$ cat config.mk
export PLATFORM = sky130hd
export DESIGN_NAME = rc4_stream_cipher_core
export DESIGN_NICKNAME = d
export VERILOG_FILES = /design/src/hw/rtl/rc4_pkg.sv /design/src/hw/rtl/rc4_stream_cipher_core.sv /design/src/hw/rtl/rc4_ram.sv /design/src/hw/rtl/rc4_engine.sv
export SDC_FILE = /design/constraint.sdc
export NUM_CORES = 2
export LEC_CHECK = 0
export ABC_AREA = 0
export BUFFER_PORTS_ARGS = -buffer_cell sky130_fd_sc_hd__buf_2
export CAP_MARGIN = 20
export CORE_UTILIZATION = 39
export CTS_CLUSTER_DIAMETER = 80
export CTS_CLUSTER_SIZE = 24
export DETAILED_ROUTE_END_ITERATION = 8
export HOLD_SLACK_MARGIN = 0.08
export PLACE_DENSITY = 0.52
export SLEW_MARGIN = 10
export SYNTH_ARGS = -nofsm -noshare
export SYNTH_HDL_FRONTEND = slang
export SYNTH_SLANG_ARGS = --single-unit
$ cat constraint.sdc
create_clock -name aclk -period 9.9 [get_ports aclk]
set_input_delay 2.97 -clock aclk [delete_from_list [all_inputs] [get_ports aclk]]
set_output_delay 2.97 -clock aclk [all_outputs]
set_load 0.005 [all_outputs]
$ cat src/hw/rtl/rc4_pkg.sv
`timescale 1ns / 1ps
// ----------------------------------------------------------------------------
// rc4_pkg
// Shared types and constants of the RC4 byte engine.
// ----------------------------------------------------------------------------
package rc4_pkg;

    localparam int BYTE_W                = 8;
    localparam int SBOX_DEPTH            = 256;
    localparam int SBOX_ADDR_W           = 8;
    localparam int CFG_IDX_W             = 2;
    localparam int CFG_DATA_W            = 64;
    localparam int KEY_LEN_W             = 5;
    localparam int DEFAULT_MAX_KEY_BYTES = 16;
    localparam int LOW_KEY_BYTES         = 8;

    localparam logic [CFG_IDX_W-1:0] REG_KEY_LOW    = 2'd0;
    localparam logic [CFG_IDX_W-1:0] REG_KEY_HIGH   = 2'd1;
    localparam logic [CFG_IDX_W-1:0] REG_KEY_LENGTH = 2'd2;

    localparam logic [KEY_LEN_W-1:0] KEY_LEN_RESET  = 5'd16;

    typedef struct packed {
        logic start;
        logic out_free;
    } rc4_ctrl_t;

    typedef struct packed {
        logic idle;
        logic out_load;
    } rc4_stat_t;

endpackage

$ cat src/hw/rtl/rc4_stream_cipher_core.sv
`timescale 1ns / 1ps
// The core takes no new word until it is through with the last one: the
// permutation table has a single read port and a single write port, so the two
// reads, the two swap writes and the keystream read follow one another under
// the sequencer. The first word after reset, and the first word after a word
// marked last of message, additionally runs the key schedule: it loads the
// identity permutation, then runs one schedule step for each table entry.
// The finished word sits in an output register, so a stalled consumer only
// holds the engine once a second result is ready.
// ----------------------------------------------------------------------------
// rc4_stream_cipher_core
// RC4 byte engine: each input word is XORed with the next keystream byte. Key
// bytes and key length are held in configuration registers.
// ----------------------------------------------------------------------------
module rc4_stream_cipher_core #(
    parameter int MAX_KEY_BYTES = rc4_pkg::DEFAULT_MAX_KEY_BYTES
) (
    input  logic                             aclk,
    input  logic                             aresetn,

    input  logic                             cfg_valid,
    output logic                             cfg_ready,
    input  logic [rc4_pkg::CFG_IDX_W-1:0]    cfg_index,
    input  logic [rc4_pkg::CFG_DATA_W-1:0]   cfg_data,

    input  logic                             s_valid,
    output logic                             s_ready,
    input  logic [rc4_pkg::BYTE_W-1:0]       s_data_in,
    input  logic                             s_last_of_message,

    output logic                             m_valid,
    input  logic                             m_ready,
    output logic [rc4_pkg::BYTE_W-1:0]       m_data_out
);

    import rc4_pkg::*;

    logic [MAX_KEY_BYTES-1:0][BYTE_W-1:0] key_reg;
    logic [KEY_LEN_W-1:0]                 key_length_reg;
    logic                                 m_valid_reg;
    logic [BYTE_W-1:0]                    m_data_reg;

    logic                                 cfg_write;
    rc4_ctrl_t                            ctrl;
    rc4_stat_t                            stat;
    logic [BYTE_W-1:0]                    engine_data;

    assign cfg_ready = 1'b1;
    assign cfg_write = cfg_valid && cfg_ready;

    always_ff @(posedge aclk) begin
        if (!aresetn) begin
            key_reg        <= '0;
            key_length_reg <= KEY_LEN_RESET;
        end else if (cfg_write) begin
            for (int n = 0; n < MAX_KEY_BYTES; n++) begin
                if ((n < LOW_KEY_BYTES) && (cfg_index == REG_KEY_LOW)) begin
                    key_reg[n] <= cfg_data[BYTE_W*(n & 7) +: BYTE_W];
                end
                if ((n >= LOW_KEY_BYTES) && (cfg_index == REG_KEY_HIGH)) begin
                    key_reg[n] <= cfg_data[BYTE_W*(n & 7) +: BYTE_W];
                end
            end
            if (cfg_index == REG_KEY_LENGTH) begin
                key_length_reg <= cfg_data[KEY_LEN_W-1:0];
            end
        end
    end

    assign s_ready       = stat.idle;
    assign ctrl.start    = s_valid && s_ready;
    assign ctrl.out_free = !m_valid_reg || m_ready;

    rc4_engine #(
        .MAX_KEY_BYTES (MAX_KEY_BYTES)
    ) u_engine (
        .aclk       (aclk),
        .aresetn    (aresetn),
        .ctrl       (ctrl),
        .stat       (stat),
        .data_in    (s_data_in),
        .last_in    (s_last_of_message),
        .key_bytes  (key_reg),
        .key_length (key_length_reg),
        .data_out   (engine_data)
    );

    always_ff @(posedge aclk) begin
        if (!aresetn) begin
            m_valid_reg <= 1'b0;
        end else begin
            if (stat.out_load) begin
                m_valid_reg <= 1'b1;
                m_data_reg  <= engine_data;
            end else if (m_ready) begin
                m_valid_reg <= 1'b0;
            end
        end
    end

    assign m_valid    = m_valid_reg;
    assign m_data_out = m_data_reg;

endmodule

$ cat src/hw/rtl/rc4_ram.sv
`timescale 1ns / 1ps
// ----------------------------------------------------------------------------
// rc4_ram
// Generic single-clock RAM with one write port and one registered read port.
// ----------------------------------------------------------------------------
module rc4_ram #(
    parameter int WIDTH = 8,
    parameter int DEPTH = 256,
    localparam int ADDR_W = (DEPTH > 1) ? $clog2(DEPTH) : 1
) (
    input  logic              aclk,
    input  logic              we,
    input  logic [ADDR_W-1:0] waddr,
    input  logic [WIDTH-1:0]  wdata,
    input  logic [ADDR_W-1:0] raddr,
    output logic [WIDTH-1:0]  rdata
);

    logic [WIDTH-1:0] mem_reg [DEPTH];
    logic [WIDTH-1:0] rdata_reg;

    always_ff @(posedge aclk) begin
        if (we) begin
            mem_reg[waddr] <= wdata;
        end
        rdata_reg <= mem_reg[raddr];
    end

    assign rdata = rdata_reg;

endmodule

$ cat src/hw/rtl/rc4_engine.sv
`timescale 1ns / 1ps
// ----------------------------------------------------------------------------
// rc4_engine
// Sequencer around one shared byte adder and the permutation table. Runs the
// key schedule when a rekey is pending, then produces one keystream byte.
// ----------------------------------------------------------------------------
module rc4_engine #(
    parameter int MAX_KEY_BYTES = rc4_pkg::DEFAULT_MAX_KEY_BYTES
) (
    input  logic                                          aclk,
    input  logic                                          aresetn,
    input  rc4_pkg::rc4_ctrl_t                            ctrl,
    output rc4_pkg::rc4_stat_t                            stat,
    input  logic [rc4_pkg::BYTE_W-1:0]                    data_in,
    input  logic                                          last_in,
    input  logic [MAX_KEY_BYTES-1:0][rc4_pkg::BYTE_W-1:0] key_bytes,
    input  logic [rc4_pkg::KEY_LEN_W-1:0]                 key_length,
    output logic [rc4_pkg::BYTE_W-1:0]                    data_out
);

    import rc4_pkg::*;

    localparam int POS_W = (MAX_KEY_BYTES > 1) ? $clog2(MAX_KEY_BYTES) : 1;
    localparam logic [KEY_LEN_W-1:0] MAX_LEN = KEY_LEN_W'(MAX_KEY_BYTES);
    localparam logic [SBOX_ADDR_W-1:0] LAST_ADDR = SBOX_ADDR_W'(SBOX_DEPTH - 1);

    typedef enum logic [3:0] {
        ST_IDLE,
        ST_FILL,
        KS_RD_I,
        KS_ADD,
        KS_RD_J,
        KS_WR_I,
        KS_WR_J,
        PR_INC,
        PR_RD_I,
        PR_ADD,
        PR_RD_J,
        PR_WR_I,
        PR_WR_J,
        PR_RD_T,
        PR_OUT
    } state_t;

    state_t                 state_reg;
    logic [SBOX_ADDR_W-1:0] k_reg;
    logic [SBOX_ADDR_W-1:0] i_reg;
    logic [SBOX_ADDR_W-1:0] j_reg;
    logic [BYTE_W-1:0]      t_reg;
    logic [BYTE_W-1:0]      s_reg;
    logic [POS_W-1:0]       pos_reg;
    logic [BYTE_W-1:0]      data_reg;
    logic                   last_reg;
    logic                   rekey_reg;

    logic [BYTE_W-1:0]      add_a;
    logic [BYTE_W-1:0]      add_b;
    logic [BYTE_W-1:0]      add_c;
    logic [BYTE_W-1:0]      sum;

    logic [KEY_LEN_W-1:0]   len_eff;
    logic [KEY_LEN_W-1:0]   pos_inc;
    logic [POS_W-1:0]       pos_next;

    logic                   ram_we;
    logic [SBOX_ADDR_W-1:0] ram_waddr;
    logic [BYTE_W-1:0]      ram_wdata;
    logic [SBOX_ADDR_W-1:0] ram_raddr;
    logic [BYTE_W-1:0]      ram_rdata;

    rc4_ram #(
        .WIDTH (BYTE_W),
        .DEPTH (SBOX_DEPTH)
    ) u_sbox (
        .aclk  (aclk),
        .we    (ram_we),
        .waddr (ram_waddr),
        .wdata (ram_wdata),
        .raddr (ram_raddr),
        .rdata (ram_rdata)
    );

    // Zero-length keys use one byte; longer keys saturate at the storage size.
    always_comb begin
        if (key_length == '0) begin
            len_eff = KEY_LEN_W'(1);
        end else if (key_length > MAX_LEN) begin
            len_eff = MAX_LEN;
        end else begin
            len_eff = key_length;
        end
        pos_inc  = KEY_LEN_W'(pos_reg) + KEY_LEN_W'(1);
        pos_next = (pos_inc >= len_eff) ? '0 : pos_inc[POS_W-1:0];
    end

    always_comb begin
        add_a = '0;
        add_b = '0;
        add_c = '0;
        unique case (state_reg)
            ST_FILL, KS_WR_J: begin
                add_a = k_reg;
                add_c = BYTE_W'(1);
            end
            KS_ADD: begin
                add_a = j_reg;
                add_b = ram_rdata;
                add_c = key_bytes[pos_reg];
            end
            PR_INC: begin
                add_a = i_reg;
                add_c = BYTE_W'(1);
            end
            PR_ADD: begin
                add_a = j_reg;
                add_b = ram_rdata;
            end
            PR_WR_I: begin
                add_a = t_reg;
                add_b = ram_rdata;
            end
            default: begin
                add_a = '0;
            end
        endcase
        sum = add_a + add_b + add_c;
    end

    always_comb begin
        ram_we    = 1'b0;
        ram_waddr = k_reg;
        ram_wdata = ram_rdata;
        ram_raddr = k_reg;
        unique case (state_reg)
            ST_FILL: begin
                ram_we    = 1'b1;
                ram_wdata = k_reg;
            end
            KS_RD_J, PR_RD_J: begin
                ram_raddr = j_reg;
            end
            KS_WR_I: begin
                ram_we = 1'b1;
            end
            KS_WR_J: begin
                ram_we    = 1'b1;
                ram_waddr = j_reg;
                ram_wdata = t_reg;
            end
            PR_RD_I: begin
                ram_raddr = i_reg;
            end
            PR_WR_I: begin
                ram_we    = 1'b1;
                ram_waddr = i_reg;
            end
            PR_WR_J: begin
                ram_we    = 1'b1;
                ram_waddr = j_reg;
                ram_wdata = t_reg;
            end
            PR_RD_T, PR_OUT: begin
                ram_raddr = s_reg;
            end
            default: begin
                ram_we = 1'b0;
            end
        endcase
    end

    assign stat.idle     = (state_reg == ST_IDLE);
    assign stat.out_load = (state_reg == PR_OUT) && ctrl.out_free;
    assign data_out      = data_reg ^ ram_rdata;

    always_ff @(posedge aclk) begin
        if (!aresetn) begin
            state_reg <= ST_IDLE;
            k_reg     <= '0;
            i_reg     <= '0;
            j_reg     <= '0;
            pos_reg   <= '0;
            rekey_reg <= 1'b1;
        end else begin
            unique case (state_reg)
                ST_IDLE: begin
                    if (ctrl.start) begin
                        data_reg <= data_in;
                        last_reg <= last_in;
                        k_reg    <= '0;
                        if (rekey_reg) begin
                            state_reg <= ST_FILL;
                        end else begin
                            state_reg <= PR_INC;
                        end
                    end
                end
                ST_FILL: begin
                    k_reg <= sum;
                    if (k_reg == LAST_ADDR) begin
                        j_reg     <= '0;
                        pos_reg   <= '0;
                        state_reg <= KS_RD_I;
                    end
                end
                KS_RD_I: begin
                    state_reg <= KS_ADD;
                end
                KS_ADD: begin
                    t_reg     <= ram_rdata;
                    j_reg     <= sum;
                    pos_reg   <= pos_next;
                    state_reg <= KS_RD_J;
                end
                KS_RD_J: begin
                    state_reg <= KS_WR_I;
                end
                KS_WR_I: begin
                    state_reg <= KS_WR_J;
                end
                KS_WR_J: begin
                    k_reg <= sum;
                    if (k_reg == LAST_ADDR) begin
                        i_reg     <= '0;
                        j_reg     <= '0;
                        rekey_reg <= 1'b0;
                        state_reg <= PR_INC;
                    end else begin
                        state_reg <= KS_RD_I;
                    end
                end
                PR_INC: begin
                    i_reg     <= sum;
                    state_reg <= PR_RD_I;
                end
                PR_RD_I: begin
                    state_reg <= PR_ADD;
                end
                PR_ADD: begin
                    t_reg     <= ram_rdata;
                    j_reg     <= sum;
                    state_reg <= PR_RD_J;
                end
                PR_RD_J: begin
                    state_reg <= PR_WR_I;
                end
                PR_WR_I: begin
                    s_reg     <= sum;
                    state_reg <= PR_WR_J;
                end
                PR_WR_J: begin
                    state_reg <= PR_RD_T;
                end
                PR_RD_T: begin
                    state_reg <= PR_OUT;
                end
                PR_OUT: begin
                    if (ctrl.out_free) begin
                        rekey_reg <= last_reg;
                        state_reg <= ST_IDLE;
                    end
                end
                default: begin
                    state_reg <= ST_IDLE;
                end
            endcase
        end
    end

endmodule

======== Word-level counts from Yosys, hierarchy flattened ========
Memory sizes are Yosys's and may differ from the RTL's. A register that Yosys moved wholly into a read port is not among the register bits.
Cells that the tools add are included.
storage, ports and cells
  register bits ........................... 200
  bits in writable memories ............... 2048
  bits of input ports ..................... 80
  word-level logic and storage cells ...... 125
  memories ................................ 1
operators by class
  add/sub/neg operators ................... 3
  $lt $le $gt $ge ......................... 3
  eq/ne operators ......................... 22
  multiplexer cells ....................... 32
  bitwise operators ....................... 1
  reduce and logical (&&, ||, !) cells .... 34
memory list
  memory                   depth  bits a word  rd ports  clocked after memory_dff  write ports  RTL line       text
  u_engine.u_sbox.mem_reg  256    8            1         1                         1            rc4_ram.sv:19  logic [WIDTH-1:0] mem_reg [DEPTH];
operators by type and width
  cell                 count
  $pmux 8 s2           6
  $pmux 4 s15          1
  $bmux 8 s4           1
  $mux 8               4
  $pmux 8 s4           1
  $eq 4x4->1 const B   7
  $pmux 8 s3           1
  $mux 4               5
  $reduce_and 2->1     10
  $add 8x8->8          2
  $eq 4x3->1 const B   4
  $reduce_bool 2->1    6
  $mux 5               2
  $ne 2x1->1 const B   5
  $reduce_or 2->1      5
  $reduce_and 3->1     3
  $eq 4x2->1 const B   2
  $eq 8x8->1 const B   1
  $pmux 4 s2           1
  $xor 8x8->8          1
  $mux 1               7
  $mux 3               2
  $reduce_or 3->1      2
  $add 4x1->5 const B  1
  14 further kinds     15

======== Depth between registers and ports, before layout ========
  word-level depth ........................ 6
  depth in mapped cells ................... 23
  gate-level depth less buffers ........... 17

======== Hierarchy ========
A second synthesis with hierarchy kept.
second synthesis, totals
  cells, all modules ...................... 4730
  area total of the unflattened synthesis .. 89822.4 µm²
modules (own cells, without submodules)
  module                  instances  cells each  area each (µm²)  sequential area each (µm²)
  rc4_ram                 1          3733        79556.3          61659.1
  rc4_stream_cipher_core  1          519         5377.7           2922.8
  rc4_engine              1          478         4888.4           1411.4

======== Worst setup path before layout ========
Ideal clock, no wire load.
  path kind ............................... reg-to-reg
  start point ............................. register u_engine.state_reg[2]
  end point ............................... memory u_engine.u_sbox.mem_reg[0][7] (data pin)
  arrival time ............................ 4.925 ns
  slack ................................... 4.203 ns
  cell stages (with the launch flop) ...... 9
  path buffers ............................ 5
  cells stage by stage .................... dfxtp_1 > clkbuf_1 > buf_2 > buf_2 > buf_2 > nor3b_1 > clkbuf_1 > a222oi_1 > inv_1
on the way
  cells in the longest elaborated chain, start to end .. 3
ends and longest elaborated chain
  element                                          RTL line           text
  start, declared                                  rc4_engine.sv:45   state_t state_reg;
  start signal, assigned                           rc4_engine.sv:177  state_reg <= ST_IDLE;
  start signal, assigned                           rc4_engine.sv:191  state_reg <= ST_FILL;
  start signal, assigned                           rc4_engine.sv:193  state_reg <= PR_INC;
  $eq 4x4->1 / $eq 4x3->1 (equally long branches)  rc4_engine.sv:134  unique case (state_reg)
  $reduce_or 2->1 (no source line)                 n/a
  $pmux 8 s2 (*)                                   rc4_engine.sv:134
  via u_engine.ram_wdata[7]                        rc4_engine.sv:67   logic [BYTE_W-1:0] ram_wdata;
  end, declared                                    rc4_ram.sv:19
The timed path passes the listed nets; every way through them passes the cells marked *.

======== Final worst setup path ========
  start point ............................. register u_engine.state_reg[1]
  end point ............................... register u_engine.u_sbox.rdata_reg[0] (netlist: u_engine.u_sbox.rdata[0]) (read register of u_engine.u_sbox.mem_reg)
on the way
  cells in the longest elaborated chain, start to end .. 3
ends and longest elaborated chain
  element                                          RTL line           text
  $eq 4x4->1 / $eq 4x3->1 (equally long branches)  rc4_engine.sv:134
  $reduce_or 2->1                                  rc4_engine.sv:134
  $pmux 8 s3 (*)                                   rc4_engine.sv:134
  end, declared                                    rc4_ram.sv:20      logic [WIDTH-1:0] rdata_reg;
Mark *: on every way between the ends. The rest lies on a longest branch, timed or not.
A chain may end at the register's enable or synchronous reset.

==> flow_summary.json <==
{
  "r2r_cells": 14,
  "hold_buffers": 0,
  "grt_max_degree": 140,
  "cap_violations": 0,
  "whs_endpoint": "key_reg[93]",
  "cts_setup_buffers": 0,
  "wl_um": 302000,
  "whs_ns": 0.465,
  "min_path_cells": 2,
  "ys_warn_count": 0,
  "place_area_um2": 95800,
  "antenna_found_initial": 19,
  "final.setup.tns_ns": 0,
  "vias": 59835,
  "r2r_end": "u_engine.u_sbox.rdata[0]",
  "seq_area_um2": 66000,
  "relSlewSlack_pct": 20.2,
  "root_buffer": "clkbuf_16",
  "gr-usage-all-layers_pct": 25.0,
  "worstHoldStart": "key_reg[93]",
  "pin_count": 91,
  "leakagePower_nw": 32.4,
  "vias_per_cell": 5.91,
  "clk_path_buf_depth": 3,
  "grt_pass1_vias": 56755,
  "worst_pin_slew_ns": 1.19,
  "cp_max_fo": 91,
  "ant_nets": 0,
  "cts_htree_levels": 3,
  "cts_tree": "done",
  "synth.avg_cell_area_um2": 13.1,
  "max_freq_mhz": 150,
  "clk_latency_ns": 0.83,
  "die_area_um2": 238000,
  "grt_first_pass_wirelength_um": 430000,
  "setup_violations": 0,
  "vdd_drop_max_mv": 0.219,
  "finalPower_mw": 22.0,
  "rsz0062_at_grt": "false",
  "syn_inst": 7039,
  "clock_sinks": 2256,
  "synth_area_leaders": "edfxtp_1 (68%), nand2_1 (6.6%), dfxtp_1 (3.8%), nand3_1 (2.1%), a211oi_1 (2.1%)",
  "ys_ff_latch": 2256,
  "fin_nets": 7006,
  "r2r-start": "u_engine.state_reg[1]",
  "design_area_um2": 99800,
  "critPathKind": "reg -> reg",
  "io_buffers": 89,
  "cp.required_ns": 10.62,
  "synth-edff-count": 2081,
  "synth_area_leader_cell": "edfxtp_1",
  "initialDrtViolationCount": 7711,
  "post_drt_wl_per_cell_um": 29.8,
  "slew_violations": 0,
  "status": "completed",
  "reg2reg_slack_ns": 3.23,
  "ctsResizeCount": 0,
  "areaGrowthSynthToFinish_pct": 8.47,
  "start_kind": "flip-flop",
  "finClkSkew_ns": 0.0705,
  "fin_crit_ns": 6.67,
  "synth_top_area_share_pct": 67.9,
  "ys_seq_area_share_pct": 71.7,
  "finalHoldViolations": 0,
  "hpwl_um": 181000,
  "cts_buffers": 120,
  "core.rowCount": 177,
  "crit_arrival_ns": 7.39,
  "die_w_um": 488,
  "hp-class": "reg -> reg",
  "largest_reg_flops": 2048,
  "drive_gt1_share_pct": 7.85,
  "powerDensity_nw_per_um2": 221,
  "path_clk_slew_ns": 0.09,
  "cp-startpoint": "u_engine.state_reg[1]",
  "grt-ovfl-total": 0,
  "netlist_area_um2": 92000,
  "routabilityCongestion": 0.886,
  "dr.pass1.iters": 6,
  "netlist-cell-type-count": 81,
  "drc_errors": 0,
  "die_height_um": 488,
  "min_period_over_period_pct": 67.4,
  "worstSetupEndpointType": "flip-flop",
  "ys_async_sr_fraction_pct": 0,
  "multi_input_area_um2": 23900,
  "syn_nets": 7139,
  "fillers": 21431,
  "start_util_pct": 39.4,
  "synthFlopType": "edfxtp_1",
  "design.core.area_um2": 234000
}
[cell type report]
cell class	count	area share [%]
clock inverters	68	0.762
flip-flops and latches	2256	66.1
well taps	3132	3.93
multi-input cells	4239	24.0
inverters	34	0.188
diodes	6	0.0150
clock buffers	142	3.13
repair buffers	255	1.89
[metal layers]
metal | vias to the layer above | part of all wire (%) | GRT usage, %
met2 | 2755 | 46 | 39.5
met3 | 481 | 7.9 | 3.92
met4 | 4 | 3.7 | 8.11
li1 | 26038 | - | -
met5 | - | 0.010 | 0
met1 | 30557 | 42 | 35.1
[worst max-delay path by stage]
stage	to	slack (ns)	cells after the start
final	u_engine.u_sbox.rdata[0]	3.23	14
after detailed placement	u_engine.u_sbox.rdata[0]	2.98	13
after floorplan	u_engine.u_sbox.mem_reg[0][7]	4.20	8
after global placement	u_engine.u_sbox.rdata[7]	2.64	11
after CTS	u_engine.u_sbox.rdata[0]	2.97	13
after global routing	u_engine.u_sbox.rdata[0]	3.07	14
[Yosys cell counts (all sizes together), types with 34 or more instances]
cell / count
nand2: 1620
a22oi: 47
inv: 34
o21ai: 113
clkbuf: 219
nor2b: 40
nor4: 59
dfxtp: 175
a31oi: 146
mux4: 40
and3: 228
nand4: 42
nand3: 392
mux2i: 157
buf: 291
a211oi: 255
a311oi: 101
edfxtp: 2081
nor2: 310
a21boi: 142
a21oi: 186
o22ai: 69
[cells in the final DEF (no fill, tap or decap), types with 14 or more instances in the layout]
cell / instances
a21oi_1: 185
nor3_1: 23
dfxtp_1: 173
a31oi_1: 146
o22ai_1: 69
mux4_2: 40
buf_12: 14
a21boi_0: 142
a311oi_1: 101
and3_1: 228
clkbuf_1: 19
edfxtp_1: 2081
inv_8: 14
buf_2: 94
a222oi_1: 17
nand2_1: 1613
a2111oi_0: 16
nand4_1: 42
nor4_1: 54
nand3_1: 381
o21ai_0: 108
a211oi_1: 254
mux2i_1: 157
a22oi_1: 46
inv_6: 15
buf_4: 141
clkbuf_16: 121
inv_1: 26
nor2b_1: 40
nor2_1: 299
a32oi_1: 15
[where the power goes]
group          leakage, nW  internal (mW)  switching, mW
Clock                 1.87           2.50           3.29
Sequential            20.3           12.0          0.110
Combinational         10.2          0.727           3.44
[worst max-delay path, stage by stage, from the launching register on]
cell and delay, ns:
dfxtp_1 0.75, buf_8 0.25, and3b_1 0.19, a222oi_1 0.42, buf_4 0.34, nand2_4 0.24, nand2_4 0.70, buf_12 0.49
buf_4 0.72, nand3_1 0.19, a31oi_1 0.43, a31oi_1 0.30, nor4_1 1.02, buf_4 0.30, nor3_1 0.07
[logic make-up (layout without fill, tap and decap cells)]
| kind of cell | count (synthesis) | in the layout | synth area share (%) |
|---|---|---|---|
| other | 1 | 7 | 0.00408 |
| XOR/XNOR | 21 | 21 | 0.200 |
| flip-flops | 2256 | 2256 | 71.7 |
| adder cells (fa/ha/maj) | 20 | 20 | 0.337 |
| AND/OR/NAND/NOR | 2775 | 2775 | 13.1 |
| AO/OA/AOI/OAI | 1215 | 1215 | 9.20 |
| multiplexers | 207 | 207 | 2.81 |
| buffers and inverters | 544 | 499 | 2.58 |
[per-stage QoR]
step / worst slack, ns / util [%] / instances
3_5_place_dp: 2.98 / 41.0 / 9912
6_report: 3.23 / 42.7 / 10132
5_1_grt: 3.07 / 42.7 / 10128
2_1_floorplan: 4.20 / - / 7039
3_3_place_gp: 2.64 / 41.0 / 9901
4_1_cts: 2.97 / 42.7 / 10122
Power figures use the tool's default switching activity.
